File: src/sv/m61_pkg.sv
// Shared types, constants and helpers for the modulo 2^61-1 arithmetic unit.
package m61_pkg;

  localparam int unsigned EL_W  = 61;
  localparam int unsigned EXP_W = 64;
  localparam int unsigned FN_W  = 3;

  // Field modulus and the exponent that gives the inverse
  localparam logic [EL_W-1:0]  MOD_P   = 61'h1FFF_FFFF_FFFF_FFFF;
  localparam logic [EXP_W-1:0] INV_EXP = 64'h1FFF_FFFF_FFFF_FFFD;

  // Operation codes
  localparam logic [FN_W-1:0] FN_ADD = 3'd0;
  localparam logic [FN_W-1:0] FN_SUB = 3'd1;
  localparam logic [FN_W-1:0] FN_MUL = 3'd2;
  localparam logic [FN_W-1:0] FN_POW = 3'd3;
  localparam logic [FN_W-1:0] FN_INV = 3'd4;

  // Work class decided by the front end
  typedef enum logic {
    KIND_DIRECT,
    KIND_POW
  } kind_t;

  // Classified command; for direct work a holds the finished result,
  // for power work a is the starting accumulator and b the base
  typedef struct packed {
    kind_t             kind;
    logic              zd;
    logic [EL_W-1:0]   a;
    logic [EL_W-1:0]   b;
    logic [EXP_W-1:0]  e;
  } cmd_t;

  // Destination of a product
  typedef enum logic {
    TAG_BASE,
    TAG_ACC
  } tag_t;

  typedef struct packed {
    logic            valid;
    tag_t            tag;
    logic [EL_W-1:0] x;
    logic [EL_W-1:0] y;
  } mul_req_t;

  typedef struct packed {
    logic            valid;
    logic            busy;
    tag_t            tag;
    logic [EL_W-1:0] prod;
  } mul_rsp_t;

  typedef enum logic [1:0] {
    BK_IDLE,
    BK_CHECK,
    BK_ISSUE_ACC,
    BK_WAIT
  } bk_state_t;

  // Map the one non-canonical code, the modulus itself, to zero
  function automatic logic [EL_W-1:0] fold(input logic [EL_W-1:0] v);
    return (v == MOD_P) ? '0 : v;
  endfunction

endpackage

File: src/sv/m61_back.sv
// Back end: square-and-multiply sequencer over the shared multiplier, and the output register.
module m61_back (
  input  logic                       clk,
  input  logic                       rst_n,
  input  logic                       q_valid,
  input  m61_pkg::cmd_t              q_data,
  output logic                       q_pop,
  output m61_pkg::mul_req_t          mul_req,
  input  m61_pkg::mul_rsp_t          mul_rsp,
  output logic                       out_valid,
  input  logic                       out_ready,
  output logic [m61_pkg::EL_W-1:0]   out_result,
  output logic                       out_zero_divisor
);

  m61_pkg::bk_state_t         state_r, state_nxt;
  logic [m61_pkg::EL_W-1:0]   acc_r, acc_nxt;
  logic [m61_pkg::EL_W-1:0]   base_r, base_nxt;
  logic [m61_pkg::EXP_W-1:0]  exp_r, exp_nxt;
  logic                       out_valid_r, out_valid_nxt;
  logic [m61_pkg::EL_W-1:0]   out_result_r, out_result_nxt;
  logic                       out_zd_r, out_zd_nxt;
  logic                       take;

  // Start a command only when the output register is free
  assign take = q_valid & ~out_valid_r;

  // Next state
  always_comb begin
    state_nxt = state_r;
    unique case (state_r)
      m61_pkg::BK_IDLE: begin
        if (take && q_data.kind == m61_pkg::KIND_POW) begin
          state_nxt = m61_pkg::BK_CHECK;
        end
      end
      m61_pkg::BK_CHECK: begin
        if (exp_r == '0) begin
          state_nxt = m61_pkg::BK_IDLE;
        end else if (exp_r[0]) begin
          state_nxt = m61_pkg::BK_ISSUE_ACC;
        end else begin
          state_nxt = m61_pkg::BK_WAIT;
        end
      end
      m61_pkg::BK_ISSUE_ACC: begin
        state_nxt = m61_pkg::BK_WAIT;
      end
      m61_pkg::BK_WAIT: begin
        if (!mul_rsp.busy) begin
          state_nxt = m61_pkg::BK_CHECK;
        end
      end
      default: begin
        state_nxt = m61_pkg::BK_IDLE;
      end
    endcase
  end

  // Outputs and datapath
  always_comb begin
    q_pop          = 1'b0;
    mul_req        = '0;
    acc_nxt        = acc_r;
    base_nxt       = base_r;
    exp_nxt        = exp_r;
    out_valid_nxt  = out_valid_r & ~out_ready;
    out_result_nxt = out_result_r;
    out_zd_nxt     = out_zd_r;

    // write back returning products
    if (mul_rsp.valid) begin
      if (mul_rsp.tag == m61_pkg::TAG_ACC) begin
        acc_nxt = mul_rsp.prod;
      end else begin
        base_nxt = mul_rsp.prod;
      end
    end

    unique case (state_r)
      m61_pkg::BK_IDLE: begin
        if (take) begin
          q_pop = 1'b1;
          if (q_data.kind == m61_pkg::KIND_DIRECT) begin
            out_valid_nxt  = 1'b1;
            out_result_nxt = q_data.a;
            out_zd_nxt     = q_data.zd;
          end else begin
            acc_nxt  = q_data.a;
            base_nxt = q_data.b;
            exp_nxt  = q_data.e;
          end
        end
      end
      m61_pkg::BK_CHECK: begin
        if (exp_r == '0) begin
          out_valid_nxt  = 1'b1;
          out_result_nxt = acc_r;
          out_zd_nxt     = 1'b0;
        end else begin
          mul_req.valid = 1'b1;
          mul_req.tag   = m61_pkg::TAG_BASE;
          mul_req.x     = base_r;
          mul_req.y     = base_r;
        end
      end
      m61_pkg::BK_ISSUE_ACC: begin
        // base is still the old value: its square is in flight
        mul_req.valid = 1'b1;
        mul_req.tag   = m61_pkg::TAG_ACC;
        mul_req.x     = acc_r;
        mul_req.y     = base_r;
      end
      m61_pkg::BK_WAIT: begin
        if (!mul_rsp.busy) begin
          exp_nxt = exp_r >> 1;
        end
      end
      default: begin
        q_pop = 1'b0;
      end
    endcase
  end

  always_ff @(posedge clk) begin
    if (!rst_n) begin
      state_r     <= m61_pkg::BK_IDLE;
      out_valid_r <= 1'b0;
    end else begin
      state_r     <= state_nxt;
      out_valid_r <= out_valid_nxt;
    end
  end

  always_ff @(posedge clk) begin
    acc_r        <= acc_nxt;
    base_r       <= base_nxt;
    exp_r        <= exp_nxt;
    out_result_r <= out_result_nxt;
    out_zd_r     <= out_zd_nxt;
  end

  assign out_valid        = out_valid_r;
  assign out_result       = out_result_r;
  assign out_zero_divisor = out_zd_r;

endmodule

File: config.mk
export PLATFORM = sky130hd
export DESIGN_NAME = m61_back
export DESIGN_NICKNAME = d
export VERILOG_FILES = /design/src/sv/m61_pkg.sv /design/src/sv/m61_back.sv
export SDC_FILE = /design/constraint.sdc
export NUM_CORES = 1
export LEC_CHECK = 0
export BUFFER_PORTS_ARGS = -buffer_cell sky130_fd_sc_hd__buf_4
export CORE_AREA = 2 2 171 173
export DETAILED_ROUTE_END_ITERATION = 10
export DIE_AREA = 0 0 173 175
export HOLD_SLACK_MARGIN = 0.12
export PLACE_DENSITY = 0.69
export RECOVER_POWER = 50
export SLEW_MARGIN = 10
export SYNTH_ARGS = -nofsm -noshare
export SYNTH_HDL_FRONTEND = slang
export SYNTH_SLANG_ARGS = --single-unit
export TNS_END_PERCENT = 1
File: constraint.sdc
create_clock -name clk -period 3.7 [get_ports clk]
set_input_delay 0.74 -clock clk [delete_from_list [all_inputs] [get_ports clk]]
set_output_delay 0.74 -clock clk [all_outputs]
set_load 0.01 [all_outputs]
# == After elaboration in Yosys (flattened, before gate mapping) ==
# Index checks and enable logic that the tools add are counted.
# classes
n_reduce_logical,8
bitwise,4
eq_ne,9
n_mux,35
# ops
op,n
two-way mux 61 bit,13
case mux 124 bit (2 select lines),1
two-way mux 64 bit,3
case mux 64 bit (2 select lines),1
two-way mux 124 bit,1
case mux 61 bit (2 select lines),1
zero test 64 bit,1
"!= test 2 bit, second input constant",6
two-way mux 1 bit,9
case mux 2 bit (4 select lines),1
AND reduction 4 bit,2
two-way mux 2 bit,3
"== test 2 bit, second input constant",2
case mux 1 bit (2 select lines),2
nonzero test 2 bit,2
bitwise AND 1 bit,2
"== test 2 x 1 -> 1 bit, second input constant",1
zero test 2 bit,1
inverter 1 bit,2
AND reduction 2 bit,1
logical AND 1 bit,1
# totals
elab_cells,63
output_inout_bits,188
ff_bits,251

# == Logic depth before layout (Yosys ltp) ==
# depth
depth_word,5
mapped_depth,9
ltp_nobuf,6

# == Worst setup path before layout ==
# OpenSTA, ideal clock, no wires.
# synth_path
kind,register -> register
start,reg state_r[1]
end,reg exp_r[0] (netlist bit) (enable)
arrival_ns,2.736
path_stages_with_launch,5
path_slack_ns,0.537
n_path_buf,2
path_cell_list,dfxtp_1 ha_1 clkbuf_1 clkbuf_1 o21a_1
# synth_between
elab_chain_cells,3
# synth_lines
item,line,source
start: declaration,m61_back.sv:16,"m61_pkg::bk_state_t state_r, state_nxt;"
start signal: assignment,m61_back.sv:127,state_r <= m61_pkg::BK_IDLE;
start signal: assignment,m61_back.sv:130,state_r <= state_nxt;
== test 2 bit or zero test 2 bit (tied branches),m61_back.sv:80,unique case (state_r)
!= test 2 bit (no line) or nonzero test 2 bit (tied branches),--,
AND reduction 4 bit (no line) (*),--,
end signal: assignment,m61_back.sv:138,exp_r <= exp_nxt;
end: declaration,m61_back.sv:19,"logic [m61_pkg::EXP_W-1:0] exp_r, exp_nxt;"
# Every way passes the cells marked *; elsewhere a longest branch is shown, timed or not.
# A chain may end at the register's enable or synchronous reset.

==> impl_table.tex <==
\begin{tabular}{lr}
\hline
Metric & Value \\
\hline
\multicolumn{2}{l}{\textbf{Drt}} \\
Number of vias after detailed routing & approximately 9.6k \\
Aggregate routed wire length & between 30000 and 40000 um \\
1st-pass router iterations & 7 \\
Count of nets left with antenna violations after detail routing & 0 \\
Vias/cell & around 5.3 \\
Post-detailed-route DRC marker count & 0 \\
Initial drt markers & just under 600 \\
Routed wire length per instance & between 20 and 25 um \\
\multicolumn{2}{l}{\textbf{Logic synthesis}} \\
Async SR Flop Fraction & 0\% \\
Synth top area share & 32.3\% \\
Synthesized flop and latch total & approximately 250 \\
Mean instance size in the synthesized netlist & 11.7 um\^{}2 \\
Synth top area cells & edfxtp\_1 (32\%), dfxtp\_1 (21\%), mux2\_2 (12\%) \\
Synthesized Nets & $\sim$1.3k \\
Largest area contributor in the netlist & edfxtp\_1 \\
Fraction of the yosys area taken by sequential cells & between 50\% and 60\% \\
Top flip-flop cell by instance count after synthesis & edfxtp\_1 \\
Post-synthesis instance area & approximately 12000 um\^{}2 \\
Warnings from Yosys & 0 \\
Cell count after synthesis & 999 \\
Count of flip-flops with a built-in enable after synthesis & approximately 130 \\
Cell variety after synth & 36 \\
\multicolumn{2}{l}{\textbf{Placed design}} \\
Port Buffers & roughly 440 \\
GP Congestion & between 0.9 and 1 \\
Area of placed instances & roughly 15000 um\^{}2 \\
Count of placed standard cells including taps & between 1.5k and 2k \\
Sum of net half-perimeters after detailed placement & between 20000 and 30000 um \\
\multicolumn{2}{l}{\textbf{CTS}} \\
Clock slew at reported path FFs & roughly 60 ps \\
Clock latency reported for the late side of the worst-skew pair & 540 ps \\
Number of levels the H-tree was split into & 1 \\
Master cell of the clock root buffer & clkbuf\_16 \\
Total number of clock tree sinks & around 250 \\
Number of buffers created by CTS & 29 \\
Post-CTS Hold Fix Bufs & 0 \\
Max Buffers Root-to-Sink & 3 \\
CTS tree & yes \\
\multicolumn{2}{l}{\textbf{Floorplanning}} \\
Number of standard-cell rows in the floorplan & 62 \\
Full die area & slightly above 30000 um\^{}2 \\
Width of the die & around 170 um \\
Placeable Area & 28400 um\^{}2 \\
Overall die height & approximately 180 um \\
Initial Util & between 40\% and 50\% \\
Top Ports & $\sim$440 \\
\multicolumn{2}{l}{\textbf{Pwr}} \\
Logic pwr share & approximately two fifths \\
Switching power & $\sim$4.8 mW \\
Pleak & 7.07 nW \\
Worst voltage drop across the vdd grid & around 460 uV \\
Switch share & roughly 36\% \\
Cell-internal power & 8.49 mW \\
Share of total power in the clock network & 20.7\% \\
Sequential Power Share & 40.4\% \\
Pwr Density & just over 800 nW/um\^{}2 \\
\multicolumn{2}{l}{\textbf{Worst setup path}} \\
Arrival time of the worst setup path & between 2000 and 3000 ps \\
Startpoint class of the critical path & register \\
Category of the worst setup path capture point & output pin \\
Highest net fanout along the worst path & 39 \\
Startpoint-to-endpoint class of the critical path & register to output pin \\
Worst reg-to-reg setup slack & just under 400 ps \\
Required time of the critical path & $\sim$3000 ps \\
\multicolumn{2}{l}{\textbf{Cells and area}} \\
Util after Layout & between 50\% and 60\% \\
Leading cell type in the layout, fill and taps excluded & buf\_4 \\
Fraction of layout cells with a size suffix above 1 & between 40\% and 50\% \\
Highest-count cells in the layout ignoring fill and taps & buf\_4 (392), edfxtp\_1 (126), dfxtp\_1 (125) \\
Post-layout nets & 1673 \\
Final instance count without filler cells & 1824 \\
Fillers & approximately 2.5k \\
Layout overhead on the synthesized area & 37.4\% \\
Summed area of non-filler cells in the final layout & roughly 16000 um\^{}2 \\
\multicolumn{2}{l}{\textbf{STA}} \\
Unrepaired setup endpoints after global routing & no \\
Total Negative Setup Slacks & 0 ps \\
Post-route clock period utilization & between 90\% and 100\% \\
Clock skew after layout & around 18 ps \\
Actual slew at the worst max-slew pin & just under 2000 ps \\
Final Hold Vio Count & 0 \\
Worst hold slack & 433 ps \\
Final setup vio count & 0 \\
Max\_slew headroom & -30.1\% \\
Final Max Slew Viols & 121 \\
Minimum period implied by the final worst setup slack & between 3000 and 4000 ps \\
Timing-limited maximum frequency & 0.281 GHz \\
\multicolumn{2}{l}{\textbf{Global routing}} \\
Largest net degree at the start of global routing & just under 90 \\
Leftover overflow at the end of global routing & 0 \\
Total global routing track utilization & 23.9\% \\
First-pass GRT wire length & roughly 56000 um \\
Antenna violations before repair & 6 \\
Vias in the first global route & 9355 \\
\multicolumn{2}{l}{\textbf{Run status}} \\
Violations in the final reports & capacitance limit, slew limit \\
Run status & finished, violations left \\
\multicolumn{2}{l}{\textbf{Min path}} \\
Hold/Removal Path Class & input pin to register \\
\multicolumn{2}{l}{\textbf{Flow run}} \\
Count of max-cap constraint violations & 2 \\
\hline
\end{tabular}
==> sequential cells by signal (all words and copies together) (netlist names) <==
name	cells
out_result	61
state_r	2
exp_r	64
acc_r	61
base_r	61
out_zero_divisor	1
out_valid	1
==> synth_stat cells, types with 3 or more instances <==
master and number:
a21oi_1 122, a22o_1 61, and3_2 60, buf_1 18, buf_6 6, clkbuf_1 50, clkbuf_2 6, dfxtp_1 125
edfxtp_1 126, ha_1 5, inv_1 5, mux2_2 124, mux2i_1 122, nand2_1 3, nand4_1 4, nor2_1 123
nor2b_1 5, nor4_1 16
==> final cells by class <==
class	instances	area, um^2	area share (%)
antenna	6	15.0	0.0933
inverter	5	18.8	0.117
clock inverter	13	96.3	0.599
sequential	251	6290	39.1
multi-input combinational	662	5090	31.7
timing repair buffer	463	3280	20.4
clock buffer	40	818	5.09
tap	384	480	2.99
==> timing repair <==
action                     CTS  global route
setup buffers                2             0
pin swaps                    1             0
gates resized for setup      0             1
setup endpoints to repair  122            11
gates cloned                 0             0
==> worst max-delay path, stage by stage, from the launching register on <==
cell      delay, ps
edfxtp_1        410
nor4_2          370
nand4_1         210
nor4_4          290
buf_4           190
nor2_4           50
buf_4           240
a22o_1          320
buf_4           150
==> worst paths after layout <==
check | cells past startpoint | endpoint | from
worst min-delay path | 3 | base_r[8] | q_data[72]
worst max-delay path | 8 | mul_req[111] | exp_r[6]
worst min register to register | 2 | base_r[15] | base_r[15]
worst max register to register | 7 | acc_r[45] | state_r[0]
==> stage by stage <==
step                total power [mW]  setup WS (ps)
finish                          13.3            136
global route                    13.9           38.3
CTS                             13.5           7.12
detailed placement              10.8            427
global placement                10.6            517
floorplan                       8.17            537
==> power by group through the flow <==
stage | Combinational [mW] | Sequential, mW | Clock [mW]
2_1_floorplan | 3.01 | 5.16 | 0
3_3_place_gp | 5.26 | 5.38 | 0
3_5_place_dp | 5.40 | 5.39 | 0
4_1_cts | 5.40 | 5.34 | 2.81
5_1_grt | 5.54 | 5.49 | 2.92
6_report | 5.15 | 5.35 | 2.75
==> kinds of logic (layout without fill, tap and decap cells) <==
logic type	after synthesis	in the layout	synth area share (%)
AO/OA/AOI/OAI	191	191	10.3
adder cells (fa/ha/maj)	5	5	0.534
buffers and inverters	86	521	3.24
AND/OR/NAND/NOR	220	220	9.88
multiplexers	246	246	22.4
other	0	6	0
flip-flops	251	251	53.7
==> per-layer routing <==
layer | up-vias | wire length, um | GRT usage, %
met3 | 74 | 2960 | 6.46
li1 | 4560 | - | -
met1 | 4574 | 15700 | 29.0
met2 | 385 | 18700 | 40.5
met4 | 0 | 1280 | 9.64
met5 | - | 0 | 0
Note: power is estimated with default switching activity, not from simulation.
