===== config.mk =====
export PLATFORM = sky130hd
export DESIGN_NAME = m61_fifo
export DESIGN_NICKNAME = d
export VERILOG_FILES = /design/src/sv/m61_pkg.sv /design/src/sv/m61_fifo.sv
export SDC_FILE = /design/constraint.sdc
export NUM_CORES = 1
export LEC_CHECK = 0
export ABC_AREA = 1
export ABC_CLOCK_PERIOD_IN_PS = 10900
export BUFFER_PORTS_ARGS = -buffer_cell sky130_fd_sc_hd__buf_2
export CAP_MARGIN = 20
export CORE_ASPECT_RATIO = 1.75
export CORE_UTILIZATION = 24
export CTS_BUF_LIST = sky130_fd_sc_hd__clkbuf_8
export CTS_CLUSTER_SIZE = 12
export DETAILED_ROUTE_END_ITERATION = 10
export PLACE_DENSITY = 0.42
export SLEW_MARGIN = 25
export SYNTH_ARGS = -nofsm -noshare
export SYNTH_HDL_FRONTEND = slang
export SYNTH_SLANG_ARGS = --single-unit

===== constraint.sdc =====
create_clock -name clk -period 10.9 [get_ports clk]
set_clock_uncertainty 0.15 [all_clocks]
set_input_delay 0.545 -clock clk [delete_from_list [all_inputs] [get_ports clk]]
set_output_delay 0.545 -clock clk [all_outputs]
set_load 0.03 [all_outputs]

===== src/sv/m61_pkg.sv =====
// Shared types, constants and helpers for the modulo 2^61-1 arithmetic unit.
package m61_pkg;

  localparam int unsigned EL_W  = 61;
  localparam int unsigned EXP_W = 64;
  localparam int unsigned FN_W  = 3;

  // Field modulus and the exponent that gives the inverse
  localparam logic [EL_W-1:0]  MOD_P   = 61'h1FFF_FFFF_FFFF_FFFF;
  localparam logic [EXP_W-1:0] INV_EXP = 64'h1FFF_FFFF_FFFF_FFFD;

  // Operation codes
  localparam logic [FN_W-1:0] FN_ADD = 3'd0;
  localparam logic [FN_W-1:0] FN_SUB = 3'd1;
  localparam logic [FN_W-1:0] FN_MUL = 3'd2;
  localparam logic [FN_W-1:0] FN_POW = 3'd3;
  localparam logic [FN_W-1:0] FN_INV = 3'd4;

  // Work class decided by the front end
  typedef enum logic {
    KIND_DIRECT,
    KIND_POW
  } kind_t;

  // Classified command; for direct work a holds the finished result,
  // for power work a is the starting accumulator and b the base
  typedef struct packed {
    kind_t             kind;
    logic              zd;
    logic [EL_W-1:0]   a;
    logic [EL_W-1:0]   b;
    logic [EXP_W-1:0]  e;
  } cmd_t;

  // Destination of a product
  typedef enum logic {
    TAG_BASE,
    TAG_ACC
  } tag_t;

  typedef struct packed {
    logic            valid;
    tag_t            tag;
    logic [EL_W-1:0] x;
    logic [EL_W-1:0] y;
  } mul_req_t;

  typedef struct packed {
    logic            valid;
    logic            busy;
    tag_t            tag;
    logic [EL_W-1:0] prod;
  } mul_rsp_t;

  typedef enum logic [1:0] {
    BK_IDLE,
    BK_CHECK,
    BK_ISSUE_ACC,
    BK_WAIT
  } bk_state_t;

  // Map the one non-canonical code, the modulus itself, to zero
  function automatic logic [EL_W-1:0] fold(input logic [EL_W-1:0] v);
    return (v == MOD_P) ? '0 : v;
  endfunction

endpackage


===== src/sv/m61_fifo.sv =====
// Command queue between the front end and the back end.
module m61_fifo #(
  parameter int unsigned DEPTH = 2
) (
  input  logic          clk,
  input  logic          rst_n,
  input  logic          push,
  input  m61_pkg::cmd_t push_data,
  output logic          full,
  input  logic          pop,
  output logic          head_valid,
  output m61_pkg::cmd_t head_data
);

  localparam int unsigned PTR_W = (DEPTH > 1) ? $clog2(DEPTH) : 1;
  localparam int unsigned CNT_W = $clog2(DEPTH + 1);

  m61_pkg::cmd_t    mem_r [DEPTH];
  logic [PTR_W-1:0] wr_ptr_r, wr_ptr_nxt;
  logic [PTR_W-1:0] rd_ptr_r, rd_ptr_nxt;
  logic [CNT_W-1:0] count_r, count_nxt;
  logic             do_push;
  logic             do_pop;

  assign full       = (count_r == CNT_W'(DEPTH));
  assign head_valid = (count_r != '0);
  assign head_data  = mem_r[rd_ptr_r];
  assign do_push    = push & ~full;
  assign do_pop     = pop & head_valid;

  // Advance pointers with explicit wrap
  always_comb begin
    wr_ptr_nxt = wr_ptr_r;
    rd_ptr_nxt = rd_ptr_r;
    count_nxt  = count_r;
    if (do_push) begin
      wr_ptr_nxt = (wr_ptr_r == PTR_W'(DEPTH - 1)) ? '0 : wr_ptr_r + PTR_W'(1);
    end
    if (do_pop) begin
      rd_ptr_nxt = (rd_ptr_r == PTR_W'(DEPTH - 1)) ? '0 : rd_ptr_r + PTR_W'(1);
    end
    if (do_push && !do_pop) begin
      count_nxt = count_r + CNT_W'(1);
    end else if (!do_push && do_pop) begin
      count_nxt = count_r - CNT_W'(1);
    end
  end

  always_ff @(posedge clk) begin
    if (!rst_n) begin
      wr_ptr_r <= '0;
      rd_ptr_r <= '0;
      count_r  <= '0;
    end else begin
      wr_ptr_r <= wr_ptr_nxt;
      rd_ptr_r <= rd_ptr_nxt;
      count_r  <= count_nxt;
    end
  end

  // Store the entry
  always_ff @(posedge clk) begin
    if (do_push) begin
      mem_r[wr_ptr_r] <= push_data;
    end
  end

endmodule


======== Word-level counts from Yosys, hierarchy flattened ========
Memories as Yosys holds them, arrays and structs flattened. A register that Yosys moved wholly into a read port is not among the register bits.
Cells that the tools add are included.
word-level totals
  register bits after elaboration ......... 4
  RAM bits ................................ 376
  input port bits ......................... 192
  output and inout bits ................... 190
  word-level logic and storage cells ...... 26
  memories ................................ 1
memory list
  memory  depth  bits a word  read ports  clocked after Yosys merged registers in  wr ports  RTL line        text
  mem_r   2      188          1           1                                        1         m61_fifo.sv:18  m61_pkg::cmd_t mem_r [DEPTH];
cells by class
  add/sub/neg operators ................... 4
  eq/ne operators ......................... 1
  muxes and demuxes ....................... 8
  bitwise operators ....................... 3
  reductions and logical operators ........ 6
operators with widths
  kind                   number
  $mux W1                6
  $mux W2                2
  $reduce_bool A2 Y1     2
  $add A1 B1 Y1 const B  2
  $add A2 B1 Y2 const B  1
  $and A1 B1 Y1          2
  $eq A2 B2 Y1 const B   1
  $logic_and A1 B1 Y1    2
  $logic_not A1 Y1       2
  $sub A2 B1 Y2 const B  1
  $not A1 Y1             1

======== Depth between registers and ports, before layout ========
Gate-level depths: netlist of the first run.
  depth in word-level cells ............... 7
  gate-level depth with buffers ........... 10
  depth with buffers taken out ............ 10

======== Least setup slack after synthesis of the first run ========
Ideal clock, no wire load.
  path kind ............................... input to register
  from .................................... input push
  to ...................................... memory mem_r[0][0] in the netlist's numbering (enable)
  setup time .............................. 0.740 ns
  arrival time ............................ 8.495 ns
  required time ........................... 10.010 ns
  slack ................................... 1.515 ns
  cell stages on the path ................. 2
  buffers on the path ..................... 0
  path through ............................ o21ai_0 > nor2_1
on the way
  longest elaborated chain between the ends .. 3
ends and longest elaborated chain
  item                           RTL line        text
  start, declared                m61_fifo.sv:7   input logic push,
  $and A1 B1 Y1                  m61_fifo.sv:28  assign do_push = push & ~full;
  $mux W1                        m61_fifo.sv:63  if (do_push) begin
  $mux W1 (implied by the code)  m61_fifo.sv:64  mem_r[wr_ptr_r] <= push_data;
  end, declared                  m61_fifo.sv:18
No other way between the ends.

==> impl_metrics.py, run 1 <==
metrics = {
    "outcome": {
        "status": "finished clean",
    },
    "pwr": {
        "combPwrFrac_pct": 30.5,
        "netSwitchingPower_mw": 1.44,
        "p_int_mw": 2.87,
        "irDropWorstVdd_mv": 0.144,
        "pwr-share-clk_pct": 24.8,
        "power.density_mw_per_mm2": 216,
        "switching_share_pct": 33.3,
        "pwr-share-seq_pct": 44.6,
        "leakage_nw": 7.62,
    },
    "detailed_routing": {
        "first_pass_iters": 4,
        "drt_wl_total_um": 34400,
        "vias_per_cell": 3.87,
        "final_antenna_net_count": 0,
        "post_drt_wl_per_cell_um": 16.7,
        "drt_iter0_markers": 213,
        "drcViolationCount": 0,
        "vias": 7955,
    },
    "setup_path": {
        "end_kind": "output pin",
        "cp_max_fo": 52,
        "arrival_ps": 3590,
        "criticalPathCategory": "reg -> out",
        "rr_startpoint": "count_r[0]$_SDFFE_PN0P_",
        "setup.reg_to_reg.worst_slack_ps": 7340,
        "cp_data_required_time_ps": 10210,
        "startpoint_type": "flip-flop",
    },
    "timing": {
        "min_period_ps": 4280,
        "setup_tns_ps": 0,
        "slew_headroom_pct": 36.8,
        "slew_viol_final": 0,
        "setup_viol": 0,
        "rsz0062_at_grt": "no",
        "fin_crit_sh_pct": 39.3,
        "worstMarginPinSlew_ps": 946,
        "hold_violations": 0,
        "max_freq_mhz": 233,
    },
    "finish": {
        "ff_latch_area_mm2": 0.0114,
        "fill_cells": 5695,
        "finalInstanceArea_mm2": 0.0200,
        "multi_input_area_mm2": 0.00262,
        "drive_above_1_share_pct": 51.0,
        "final_nets": 1433,
        "syn2layout_area_growth_pct": 40.4,
    },
    "hold_path": {
        "min-delay-start": "pop",
        "hold_path.class": "in -> reg",
    },
    "synth": {
        "synth_nets": 815,
        "synth-main-ff-cell": "edfxtp_1",
        "synth_top_area_cell": "edfxtp_1",
        "yosysMostFrequentCell": "edfxtp_1",
        "synth.distinct_cells": 15,
        "synth.avg_cell_area_um2": 22.9,
        "synth_top_area_share_pct": 79.4,
        "synthCells": 622,
        "syn_area_mm2": 0.0142,
        "yosysWarnings": 0,
        "synthTopCellsByCount": "376 x edfxtp_1, 101 x mux2_4, 87 x mux2_2, 15 x buf_6, 9 x nor2_1",
        "seq_area_frac_synth_pct": 80.1,
        "ys_ff_latch": 381,
        "synth_edf_count": 376,
        "synth-async-reset-ratio_pct": 0,
        "ys_top_cells_by_area": "edfxtp_1 79%, mux2_4 11%, mux2_2 6.9%",
    },
    "floorplan": {
        "initial_core_util_pct": 24.4,
        "coreArea_mm2": 0.0584,
        "core.rowCount": 117,
        "fp.dieW_um": 186,
        "ioPinCount": 382,
        "die_area_mm2": 0.0603,
        "fp.dieH_um": 324,
    },
    "grt": {
        "busiest_layer": "met2",
        "grt_pass1_vias": 8810,
        "met1_usage_pct": 10.6,
        "grt_max_degree": 152,
        "grt_antenna_before_repair": 3,
        "use_met3_pct": 3.30,
        "use_met2_pct": 21.3,
        "grt_util_all_layers_pct": 11.2,
        "grt_overflow_total": 0,
        "grt_pass1_wl_um": 49500,
    },
    "cts": {
        "tritoncts": "built",
        "post_cts_buffers": 0,
        "htree_levels": 2,
        "clk_pin_slew_ps": 70,
        "clockBufferDepth": 3,
        "insertion_delay_ps": 650,
        "cts_made_buffers": 57,
        "cts_sinks": 381,
        "ctsRootBufferMaster": "clkbuf_8",
    },
    "place": {
        "place_congestion": 0.698,
        "hpwlAfterDp_um": 22500,
        "port_buffers": 381,
        "detailed_place.area_mm2": 0.0170,
    },
    "job": {
        "maxCapViolations": 0,
    },
}
-- cell type report --
cell class / instances / area share [%]
antenna: 2 / 0.0251
tap: 773 / 4.84
clock buffer: 59 / 4.07
clock inverter: 43 / 1.04
inverter: 8 / 0.150
sequential: 381 / 57.1
multi-input combinational: 212 / 13.1
timing repair buffer: 580 / 19.7
-- critical path: stages, from the launching register on --
cell and delay [ps]:
dfxtp_4 940, buf_4 630, buf_4 730, mux2_2 420, buf_2 180
-- flip-flops by register name (all words and copies together), names as in the netlist, named ones only --
register and count:
count_r 2, rd_ptr_r 1, mem_r 376, wr_ptr_r 1
-- per-stage QoR --
stage | utilization [%] | setup WS (ps) | cells | hold WS [ps] | total power [mW]
floorplan | - | 1510 | 622 | 317 | 2.94
global placement | 29.1 | 7040 | 1763 | 330 | 3.24
detailed placement | 29.1 | 7010 | 1763 | 347 | 3.24
CTS | 34.1 | 6380 | 2054 | 85.4 | 4.41
global route | 34.2 | 6300 | 2058 | 155 | 4.53
finish | 34.2 | 6620 | 2058 | 190 | 4.31
-- timing repair --
| action | in CTS | in global routing |
|---|---|---|
| resized for setup | 0 | 0 |
| endpoints found under the hold margin | 381 | 0 |
| endpoints found under the setup margin | 0 | 0 |
| hold buffers | 189 | 0 |
-- layer usage --
layer,vias up,wire (um)
met3,73,2340
met2,313,18900
met4,2,1390
li1,3711,-
met1,3856,11700
met5,-,13
-- power by group through the flow --
stage | combinational, mW | sequential (mW) | clock [mW]
2_1_floorplan | 0.951 | 1.98 | 0
3_3_place_gp | 1.28 | 1.96 | 0
3_5_place_dp | 1.28 | 1.96 | 0
4_1_cts | 1.34 | 1.93 | 1.13
5_1_grt | 1.40 | 1.95 | 1.18
6_report | 1.32 | 1.92 | 1.07
-- cell usage in the layout, fill, tap and decap left out, types with 3 or more instances in the layout --
| cell | instances |
|---|---|
| buf_4 | 6 |
| edfxtp_1 | 376 |
| mux2_4 | 101 |
| clkinv_1 | 18 |
| inv_1 | 20 |
| dfxtp_1 | 4 |
| mux2_2 | 87 |
| dlygate4sd3_1 | 189 |
| o21ai_0 | 3 |
| buf_2 | 381 |
| clkinv_2 | 10 |
| clkbuf_8 | 59 |
| nor2_1 | 7 |
| nand2_1 | 7 |
-- cells by family (layout without fill, tap and decap cells) --
family / count (synthesis) / count (layout) / synth area share, %
other cells: 0 / 2 / 0
buf+inv: 29 / 690 / 1.61
flops: 381 / 381 / 80.1
mux: 188 / 188 / 17.5
simple gates: 18 / 18 / 0.501
fa+ha+maj: 1 / 1 / 0.0879
compound gates: 5 / 5 / 0.193
-- path summary, 6_finish.rpt --
| check | to | cells after the start |
|---|---|---|
| worst max-delay path | head_data[33] | 4 |
| worst min-delay path | rd_ptr_r$_SDFFE_PN0P_ | 4 |
| worst max register to register | mem_r[1][170]$_DFFE_PP_ | 4 |
| worst min register to register | rd_ptr_r$_SDFFE_PN0P_ | 2 |
(Power assumes the default switching activity.)
==> inputs of run 2 (changes only) <==
--- a/config.mk
+++ b/config.mk
@@ -6,7 +6,7 @@
 export NUM_CORES = 1
 export LEC_CHECK = 0
 export ABC_AREA = 1
-export ABC_CLOCK_PERIOD_IN_PS = 10900
+export ABC_CLOCK_PERIOD_IN_PS = 3900
 export BUFFER_PORTS_ARGS = -buffer_cell sky130_fd_sc_hd__buf_2
 export CAP_MARGIN = 20
 export CORE_ASPECT_RATIO = 1.75
@@ -14,7 +14,7 @@
 export CTS_BUF_LIST = sky130_fd_sc_hd__clkbuf_8
 export CTS_CLUSTER_SIZE = 12
 export DETAILED_ROUTE_END_ITERATION = 10
-export PLACE_DENSITY = 0.42
+export PLACE_DENSITY = 0.43
 export SLEW_MARGIN = 25
 export SYNTH_ARGS = -nofsm -noshare
 export SYNTH_HDL_FRONTEND = slang
==> constraint.sdc (replaced) <==
create_clock -name clk -period 3.9 [get_ports clk]
set_clock_uncertainty 0.15 [all_clocks]
set_input_delay 0.195 -clock clk [delete_from_list [all_inputs] [get_ports clk]]
set_output_delay 0.195 -clock clk [all_outputs]
set_load 0.03 [all_outputs]
==> run 2 against run 1 <==
Effect of this change: register-to-register slack worse by 5500 ps; die area unchanged; final cell count up 0.58%; wire length down 1.1%; critical path depth down 1; core utilization up 0.29 points; non-clock buffer count up 8; total power rose to 2.8 times the previous value; sequential power rose to 2.8 times the previous value; largest power group unchanged.
==> impl_metrics.py, run 2 (same netlist as run 1, synthesis figures left out) <==
metrics = {
    "timing": {
        "max_freq_mhz": 353,
        "rsz0062_at_grt": "no",
        "hold_violations": 0,
        "min_period_ps": 2840,
        "setup_tns_ps": 0,
        "slew_headroom_pct": 43.0,
        "setup_viol": 0,
        "slew_viol_final": 0,
        "fin_crit_sh_pct": 72.7,
        "worstMarginPinSlew_ps": 855,
    },
    "pwr": {
        "irDropWorstVdd_mv": 0.313,
        "combPwrFrac_pct": 30.7,
        "pwr-share-clk_pct": 25.4,
        "pwr-share-seq_pct": 43.9,
        "p_int_mw": 8.14,
        "leakage_nw": 7.71,
        "switching_share_pct": 33.2,
        "netSwitchingPower_mw": 4.04,
        "power.density_mw_per_mm2": 605,
    },
    "finish": {
        "final_common_cell": "buf_2",
        "largest_reg_flops": 376,
        "largest-register": "mem_r",
        "reg.largest.list": "mem_r: 376 flops, count_r: 2 flops",
        "syn2layout_area_growth_pct": 41.6,
        "layout_common_cells": "381 x buf_2, 376 x edfxtp_1, 193 x dlygate4sd3_1, 101 x mux2_4, 87 x mux2_2",
        "final_util_pct": 34.5,
        "drive_above_1_share_pct": 51.2,
        "final_nets": 1441,
    },
    "floorplan": {
        "core.rowCount": 117,
        "fp.dieH_um": 324,
        "initial_core_util_pct": 24.4,
        "fp.dieW_um": 186,
        "coreArea_mm2": 0.0584,
        "ioPinCount": 382,
        "die_area_mm2": 0.0603,
    },
    "detailed_routing": {
        "top_layer": "met5",
        "drt_wl_total_um": 34000,
        "vias_per_cell": 3.89,
        "post_drt_wl_per_cell_um": 16.4,
        "dr_wl_met2_um": 18200,
        "final_antenna_net_count": 0,
        "wl_met1_um": 12000,
        "first_pass_iters": 4,
        "drcViolationCount": 0,
        "vias": 8056,
        "dr_wl_met3_um": 2540,
        "drt_iter0_markers": 281,
    },
    "outcome": {
        "status": "finished clean",
    },
    "setup_path": {
        "startpoint_type": "flip-flop",
        "end_kind": "output pin",
        "setup.reg_to_reg.worst_slack_ps": 1800,
        "arrival_ps": 2490,
        "cp_data_required_time_ps": 3560,
        "cp_max_fo": 34,
        "criticalPathCategory": "reg -> out",
    },
    "place": {
        "port_buffers": 381,
        "place_congestion": 0.709,
        "hpwlAfterDp_um": 22300,
    },
    "cts": {
        "cts_sinks": 381,
        "insertion_delay_ps": 640,
        "clk_pin_slew_ps": 60,
        "post_cts_resized": 0,
        "post_cts_buffers": 0,
        "htree_levels": 2,
        "tritoncts": "built",
        "clockBufferDepth": 3,
        "ctsRootBufferMaster": "clkbuf_8",
        "cts_made_buffers": 57,
    },
    "grt": {
        "grt_util_all_layers_pct": 11.1,
        "grt_max_degree": 107,
        "grt_antenna_before_repair": 2,
        "grt_pass1_vias": 8976,
        "grt_pass1_wl_um": 49700,
        "grt_overflow_total": 0,
    },
    "hold_path": {
        "hold_path.class": "in -> reg",
    },
    "job": {
        "maxCapViolations": 0,
    },
}
[run 2: cell count changes in the layout (fill, tap and decap cells not counted), sizes merged]
cell         delta
clkinvlp        +1
bufinv          +1
inv             +8
dlygate4sd3     +4
clkinv          -6
buf             +4
[run 2: path summary, 6_finish.rpt]
kind | from | end | cells after the start
worst min-delay path | push_data[13] | mem_r[1][13]$_DFFE_PP_ | 2
worst max register to register | count_r[1]$_SDFFE_PN0P_ | mem_r[1][100]$_DFFE_PP_ | 4
worst max-delay path | flip-flop | head_data[43] | 3
worst min register to register | rd_ptr_r$_SDFFE_PN0P_ | rd_ptr_r$_SDFFE_PN0P_ | 2
[run 2: what timing repair did]
| item | in CTS | in global routing |
|---|---|---|
| setup endpoints to repair | 0 | 0 |
| hold endpoints to repair | 389 | 0 |
| hold buffers | 193 | 0 |
[run 2: final cells by class]
type                    count  area [um^2]
inverters                   8         30.0
well taps                 773          967
diodes                      2         5.00
fillers                  5691        38300
clock inverters            47          262
clock buffers              59          812
repair buffers            588         4040
flip-flops and latches    381        11400
multi-input cells         212         2630
[run 2: worst max-delay path: stages (launching register included)]
cell and delay [ps]:
dfxtp_4 680, buf_4 560, mux2_2 390, buf_2 180
[run 2: per-stage QoR]
step / cell area (um^2) / std cells / hold slack, ps / worst slack, ps / power, mW
3_3_place_gp: 17100 / 1769 / 234 / 1620 / 9.09
4_1_cts: 20100 / 2068 / 18.4 / 844 / 12.5
5_1_grt: 20100 / 2069 / 53.0 / 816 / 12.8
2_1_floorplan: 14200 / 622 / 144 / 1.79 / 8.07
3_5_place_dp: 17100 / 1769 / 236 / 1620 / 9.11
6_report: 20100 / 2070 / 124 / 1060 / 12.2
[run 2: layer usage]
layer,vias up,global-route usage (%)
met5,-,0
met4,2,5.45
met2,317,20.9
met1,3933,10.7
li1,3732,-
met3,72,3.53
[run 2: power by group through the flow]
stage | clock (mW) | sequential (mW) | combinational [mW]
detailed placement | 0 | 5.45 | 3.67
finish | 3.09 | 5.35 | 3.74
floorplan | 0 | 5.40 | 2.67
global placement | 0 | 5.42 | 3.67
global route | 3.40 | 5.40 | 3.99
CTS | 3.27 | 5.36 | 3.84
